## config.mk

```make
export PLATFORM = sky130hd
export DESIGN_NAME = mod_exp_mersenne31_top
export DESIGN_NICKNAME = d
export VERILOG_FILES = /design/src/hw/rtl/mem31_pkg.sv /design/src/hw/rtl/mod_exp_mersenne31_top.sv
export SDC_FILE = /design/constraint.sdc
export NUM_CORES = 2
export LEC_CHECK = 0
export BUFFER_PORTS_ARGS = -buffer_cell sky130_fd_sc_hd__buf_2
export CAP_MARGIN = 20
export CELL_PAD_IN_SITES_DETAIL_PLACEMENT = 2
export CELL_PAD_IN_SITES_GLOBAL_PLACEMENT = 2
export CORE_ASPECT_RATIO = 0.75
export CORE_MARGIN = 10
export CORE_UTILIZATION = 40
export CTS_BUF_LIST = sky130_fd_sc_hd__clkbuf_2
export CTS_CLUSTER_SIZE = 16
export DETAILED_ROUTE_END_ITERATION = 8
export PLACE_DENSITY = 0.84
export SYNTH_ARGS = -nofsm -noshare
export SYNTH_HDL_FRONTEND = slang
export SYNTH_SLANG_ARGS = --single-unit
```

## constraint.sdc

```tcl
create_clock -name clk -period 20 [get_ports clk]
set_clock_uncertainty 0.1 [all_clocks]
set_input_delay 5 -clock clk [delete_from_list [all_inputs] [get_ports clk]]
set_output_delay 5 -clock clk [all_outputs]
set_load 0.03 [all_outputs]
```

## src/hw/rtl/mem31_pkg.sv

```systemverilog
package mem31_pkg;

  // Mersenne prime modulus and field width
  localparam int unsigned FW = 31;
  localparam logic [FW-1:0] MOD_P = '1;

  // Exponent bits that take part (1..64); the port carries at most FW bits
  localparam int unsigned EXP_BITS = 31;
  localparam logic [FW-1:0] EXP_MASK =
    (EXP_BITS >= FW) ? '1 : FW'((64'd1 << EXP_BITS) - 64'd1);

  // Multiplier digit: 16 bits of the squared operand per cycle, two digits per product
  localparam int unsigned DIG_W = 16;
  localparam int unsigned SH_W  = 2 * DIG_W;

  // Stream payload widths (padded to whole bytes)
  localparam int unsigned IN_DW  = 64;
  localparam int unsigned OUT_DW = 32;

  // One Horner step of a digit-serial mod-P multiply:
  // returns (part * 2^16 + a * d) mod P, with part < 2^31.
  // Times 2^16 mod (2^31-1) is a 31-bit rotate.
  function automatic logic [FW-1:0] mul_step(input logic [FW-1:0] part,
                                             input logic [FW-1:0] a,
                                             input logic [DIG_W-1:0] d);
    logic [FW+DIG_W-1:0] prod;
    logic [FW-1:0]       rot;
    logic [FW+1:0]       sum;
    logic [FW:0]         fold;
    logic [FW:0]         diff;
    prod = {{DIG_W{1'b0}}, a} * {{FW{1'b0}}, d};
    rot  = {part[FW-DIG_W-1:0], part[FW-1:FW-DIG_W]};
    sum  = {2'b00, rot} + {2'b00, prod[FW-1:0]} + {{(FW+2-DIG_W){1'b0}}, prod[FW+DIG_W-1:FW]};
    fold = {1'b0, sum[FW-1:0]} + {{(FW-1){1'b0}}, sum[FW+1:FW]};
    diff = fold - {1'b0, MOD_P};
    return (fold >= {1'b0, MOD_P}) ? diff[FW-1:0] : fold[FW-1:0];
  endfunction

endpackage

```

## src/hw/rtl/mod_exp_mersenne31_top.sv

```systemverilog
// Modular exponentiation modulo 2^31-1, right-to-left square-and-multiply.
//
// Input channel in_*: one item = base and exponent, accepted when
// in_tvalid and in_tready are high at a rising edge. Output channel out_*:
// one result item per input item, base^exponent mod (2^31-1).
//
// Per exponent bit the squared operand is fed 16 bits per cycle from a
// digit shift register into two 31x16 multiply/fold lanes, one forming the
// square, the other the accumulator product. The loop stops after the
// highest set exponent bit; a zero exponent gives 1. in_tready stays low
// until the result is handed to the output register, so the block does not
// take a new item before it is through with the last one.
//
// Reset (rst_n low, synchronous) drops any item in progress and any
// pending result. The result sits in an output register; while the
// receiver stalls, the block still takes and works on the next item and
// waits at its end until the register is free.
module mod_exp_mersenne31_top (
  input  logic                           clk,
  input  logic                           rst_n,
  input  logic                           in_tvalid,
  output logic                           in_tready,
  input  logic [mem31_pkg::IN_DW-1:0]    in_tdata,   // [30:0] base_value, [61:31] exponent
  output logic                           out_tvalid,
  input  logic                           out_tready,
  output logic [mem31_pkg::OUT_DW-1:0]   out_tdata   // [30:0] power_mod
);
  import mem31_pkg::*;

  typedef enum logic [1:0] {
    S_IDLE = 2'b01,
    S_RUN  = 2'b10
  } state_t;

  state_t            state_r, state_nxt;
  logic              phase_r, phase_nxt;
  logic [FW-1:0]     acc_r, acc_nxt;
  logic [FW-1:0]     sq_r, sq_nxt;
  logic [FW-1:0]     exp_r, exp_nxt;
  logic [SH_W-1:0]   dig_r, dig_nxt;
  logic [FW-1:0]     pacc_r, pacc_nxt;
  logic [FW-1:0]     psq_r, psq_nxt;
  logic              out_valid_r, out_valid_nxt;
  logic [FW-1:0]     out_data_r, out_data_nxt;

  logic              in_acc;
  logic              out_free;
  logic [FW-1:0]     base_in;
  logic [FW-1:0]     base_red;
  logic [DIG_W-1:0]  dig;
  logic [FW-1:0]     part_acc;
  logic [FW-1:0]     part_sq;
  logic [FW-1:0]     step_acc;
  logic [FW-1:0]     step_sq;

  assign in_tready = (state_r == S_IDLE);
  assign in_acc    = in_tvalid && in_tready;
  assign out_free  = !out_valid_r || out_tready;

  // base reduction: only the value P itself needs it
  assign base_in  = in_tdata[FW-1:0];
  assign base_red = (base_in == MOD_P) ? '0 : base_in;

  // two multiply lanes share the current digit of the squared operand
  assign dig      = dig_r[SH_W-1:SH_W-DIG_W];
  assign part_acc = phase_r ? pacc_r : '0;
  assign part_sq  = phase_r ? psq_r  : '0;
  assign step_acc = mul_step(part_acc, acc_r, dig);
  assign step_sq  = mul_step(part_sq, sq_r, dig);

  // sequencer
  always_comb begin
    state_nxt     = state_r;
    phase_nxt     = phase_r;
    acc_nxt       = acc_r;
    sq_nxt        = sq_r;
    exp_nxt       = exp_r;
    dig_nxt       = dig_r;
    pacc_nxt      = pacc_r;
    psq_nxt       = psq_r;
    out_valid_nxt = out_valid_r && !out_tready;
    out_data_nxt  = out_data_r;
    unique case (state_r)
      S_IDLE: begin
        if (in_acc) begin
          state_nxt = S_RUN;
          phase_nxt = 1'b0;
          acc_nxt   = FW'(1);
          sq_nxt    = base_red;
          dig_nxt   = {{(SH_W-FW){1'b0}}, base_red};
          exp_nxt   = in_tdata[2*FW-1:FW] & EXP_MASK;
        end
      end
      S_RUN: begin
        if (!phase_r) begin
          if (exp_r == '0) begin
            // no set bits left: hand the result over once the register is free
            if (out_free) begin
              out_valid_nxt = 1'b1;
              out_data_nxt  = acc_r;
              state_nxt     = S_IDLE;
            end
          end else begin
            pacc_nxt  = step_acc;
            psq_nxt   = step_sq;
            dig_nxt   = {dig_r[SH_W-DIG_W-1:0], {DIG_W{1'b0}}};
            phase_nxt = 1'b1;
          end
        end else begin
          // last digit: products complete
          if (exp_r[0]) begin
            acc_nxt = step_acc;
          end
          sq_nxt    = step_sq;
          dig_nxt   = {{(SH_W-FW){1'b0}}, step_sq};
          exp_nxt   = {1'b0, exp_r[FW-1:1]};
          phase_nxt = 1'b0;
        end
      end
      default: begin
        state_nxt = S_IDLE;
        phase_nxt = 1'b0;
      end
    endcase
  end

  // control registers
  always_ff @(posedge clk) begin
    if (!rst_n) begin
      state_r     <= S_IDLE;
      phase_r     <= 1'b0;
      out_valid_r <= 1'b0;
    end else begin
      state_r     <= state_nxt;
      phase_r     <= phase_nxt;
      out_valid_r <= out_valid_nxt;
    end
  end

  // datapath registers
  always_ff @(posedge clk) begin
    acc_r      <= acc_nxt;
    sq_r       <= sq_nxt;
    exp_r      <= exp_nxt;
    dig_r      <= dig_nxt;
    pacc_r     <= pacc_nxt;
    psq_r      <= psq_nxt;
    out_data_r <= out_data_nxt;
  end

  assign out_tvalid = out_valid_r;
  assign out_tdata  = {{(OUT_DW-FW){1'b0}}, out_data_r};

  // a result is always a reduced residue
  a_out_reduced: assert property (@(posedge clk) disable iff (!rst_n)
    out_tvalid |-> (out_tdata[FW-1:0] != MOD_P))
    else $error("result not reduced mod P");

  // accepted item starts a fresh power with the accumulator at one
  a_load: assert property (@(posedge clk) disable iff (!rst_n)
    in_acc |=> (state_r == S_RUN) && !phase_r && (acc_r == FW'(1)))
    else $error("item load failed");

  // second digit only inside a run
  a_phase: assert property (@(posedge clk) disable iff (!rst_n)
    phase_r |-> (state_r == S_RUN))
    else $error("digit phase outside run");

  // operands stay reduced during the run
  a_operands: assert property (@(posedge clk) disable iff (!rst_n)
    (state_r == S_RUN) |-> (acc_r != MOD_P) && (sq_r != MOD_P))
    else $error("operand left unreduced");

  // a pending result is never overwritten
  a_no_overwrite: assert property (@(posedge clk) disable iff (!rst_n)
    (out_tvalid && !out_tready) |=> out_tvalid && $stable(out_data_r))
    else $error("pending result lost");

endmodule
```

==> summary.txt <==
STA
  • Setup-failing EPs final: 0
  • Slew Viols, Final: 0
  • Min Tclk post-route: between 15,000 and 20,000 ps
  • Worst-Margin Slew: between 1000 and 1500 ps
  • Setup TNS: 0 ps
  • Slew headroom: approximately a fifth
  • Fmax: around 0.053 GHz
  • Fin crit share: around 93%
  • Final hold vios: 0
  • RSZ-0062 raised after global routing: false

Logic synthesis
  • Seq cells post-synth: 222
  • Syn avg cell area: between 8 and 9 µm²
  • Post-synth ARST share: 0%
  • Syn. warnings: 0
  • Mapped cell area: around 0.047 mm²
  • Post-synth EDFFs: between 200 and 250
  • Synth Flop Type: edfxtp_1
  • Synth unique cells: roughly 110
  • Syn nets: about 6,500
  • Seq/Total Area, Yosys: 14.1%
  • Largest cells by area after synthesis: fa_1, edfxtp_1, ha_1
  • Synth Instances: between 5,000 and 6,000
  • Area leader, netlist: fa_1
  • Share of the synthesized area in the top cell type: a little over a third

Min path
  • Min-delay src: acc_r[5]
  • WHS Path Cells: 0
  • Hold/Removal Path Class: reg -> reg
  • Hold Path End: out_data_r[5]

Routing
  • Drt wl/cell: 28.1 µm
  • Routed Antenna Nets: 0
  • Drt first pass iters: 5
  • Total number of vias: approximately 40,000
  • DRT Wirelength: between 150,000 and 200,000 µm
  • Vias per cell: around 5.8
  • DRT iter0 DRCs: 3,004
  • Residual DRC count: 0

Setup path
  • CP Capture Type: flip-flop
  • CP peak stage delay: about 960 ps
  • Most frequent CP cell: fa_1
  • Crit path DAT: ~19,000 ps
  • Worst reg-to-reg path cell count: 52
  • Reg-to-Reg Start: dig_r[17]
  • Critical-path maximum fanout: 47
  • Slowest CP cell: a2111oi_0
  • Critical R2R Capture: sq_r[7]
  • Critical Path Start Type: flip-flop
  • Setup CP Type: reg -> reg
  • Reg2Reg Setup Slack: 1300 ps
  • Critical Path RT: approximately 21,000 ps

Floorplanning
  • FP Rows: roughly 110
  • CORE AREA: ~0.12 mm²
  • Chip Width: about 420 µm
  • Die area: about 0.13 mm²
  • Die Y: around 320 µm
  • Initial core utilization: 40.5%
  • Total I/O pin count: 102

Clock network
  • Post-CTS setup buffer count: 0
  • Number of hold buffers added after CTS: 0
  • CTS tree: built
  • CTS Buf Count: 66
  • Clk root buf: clkbuf_2
  • # H-tree levels: 3
  • Worst-Skew Late Latency: approximately 1200 ps
  • CTS Buffer Depth: 3
  • Clock Sink Count: between 200 and 250
  • Worst-path clk slew: approximately 120 ps
  • Post-CTS Resized: 0

Cells and area
  • Area grow syn2layout: 6.10%
  • Share of post-route cells with drive strength above 1: between 6 and 7%
  • Final Cell Area: about 0.05 mm²
  • Most common cell after layout, fill and taps aside: inv_1
  • Core Util, Final: 43.0%
  • Final cell count without fillers: roughly 6,900
  • Commonest cells after routing, fill and taps aside: inv_1, nand2_1, fa_1
  • Fillcell total: ~13,000
  • Final net count: 6,531

Global route
  • Grt ovf: 0
  • Initial antenna violation count: 16
  • Largest net degree at the start of global routing: between 60 and 70
  • Via count of the first global-routing pass: around 47,000
  • Tot GR Track Use: a little under 30%
  • First-pass GRT wire length: approximately 290,000 µm

Placement
  • I/O Buffers: 98
  • Placed Instances: between 6,000 and 7,000
  • Post-DP HPWL: about 150,000 µm
  • Placed cell area: approximately 0.049 mm²
  • Final GP Congestion: between 0.9 and 1

Job
  • Max-cap violations: 0

Run status
  • Status: complete, no violations
-- per-layer routing --
layer  global-route usage [%]  part of all wire, %  up-vias
li1                         -                    -    16492
met1                     36.5                   41    21040
met2                     48.2                   47     1646
met3                     8.11                  9.1      443
met4                     9.95                  3.4       12
met5                        0                0.039        -
-- cell families after synthesis --
group	Yosys count	share of synthesized area, %
AOI/OAI and AO/OA	589	8.60
xor gates and xnor gates	181	3.36
adders and majority gates	1179	44.7
buffers and inverters	1229	9.93
DFF	222	14.1
muxes	11	0.236
other	1	0.00796
and+or+nand+nor	1851	19.1
-- worst max path at each step --
stage | start | to | slack (ps) | cells after the start
finish | dig_r[17] | sq_r[7] | 1300 | 52
global route | dig_r[17] | sq_r[7] | 750 | 49
CTS | dig_r[22] | sq_r[7] | 1770 | 53
detailed placement | dig_r[22] | sq_r[7] | 1960 | 53
global placement | dig_r[23] | sq_r[9] | 2740 | 54
floorplan | dig_r[23] | sq_r[25] | 6400 | 57
-- cells in the mapped netlist (10+ instances only) --
library cell / n
o21a_1: 33
xnor2_1: 124
nor4_1: 26
a31oi_1: 15
mux2i_1: 10
o31ai_1: 20
a211oi_1: 27
xor2_1: 57
a21oi_1: 149
a21o_1: 77
inv_1: 993
nand2_1: 903
o211ai_1: 26
or3_1: 25
buf_2: 18
o21bai_1: 22
nor2_1: 187
o21ai_0: 86
nand3b_1: 10
and2_1: 412
clkbuf_1: 207
nand2b_1: 32
and3_1: 23
o21ai_1: 11
fa_1: 844
nand3_1: 53
a211o_1: 12
edfxtp_1: 218
ha_1: 334
or2_2: 13
nor2b_1: 35
nand4_1: 32
nor3_1: 39
-- critical path: cells and delay by family, from the launching register on --
kind,cells,cell delay [ps]
fa+ha+maj,11,4870
xor+xnor,3,870
compound gates,21,6770
buf+inv,6,1090
simple gates,11,3660
flops,1,900
-- metrics by stage --
step	setup slack, ps	hold slack [ps]
after global routing	748	302
after global placement	2740	386
after floorplan	6400	397
after CTS	1770	292
after detailed placement	1960	365
final	1300	294
-- sequential cells by signal, indices dropped and copies added (netlist names) --
signal,count
dig_r,32
acc_r,31
exp_r,31
out_data_r,31
pacc_r,31
psq_r,31
sq_r,31
state_r,2
out_tvalid,1
phase_r,1
-- layout make-up --
cell class	instances	area, µm²	share of cell area [%]
inverter	993	3730	7.46
multi-input combinational	3812	35900	71.7
clock buffer	87	435	0.871
timing repair buffer	190	1190	2.39
clock inverter	22	203	0.405
antenna	8	20.0	0.0400
tap	1540	1930	3.85
sequential	222	6630	13.3
Power is not shown: default switching activity piles up to over one toggle a cycle in this logic, so the estimate is an artifact.
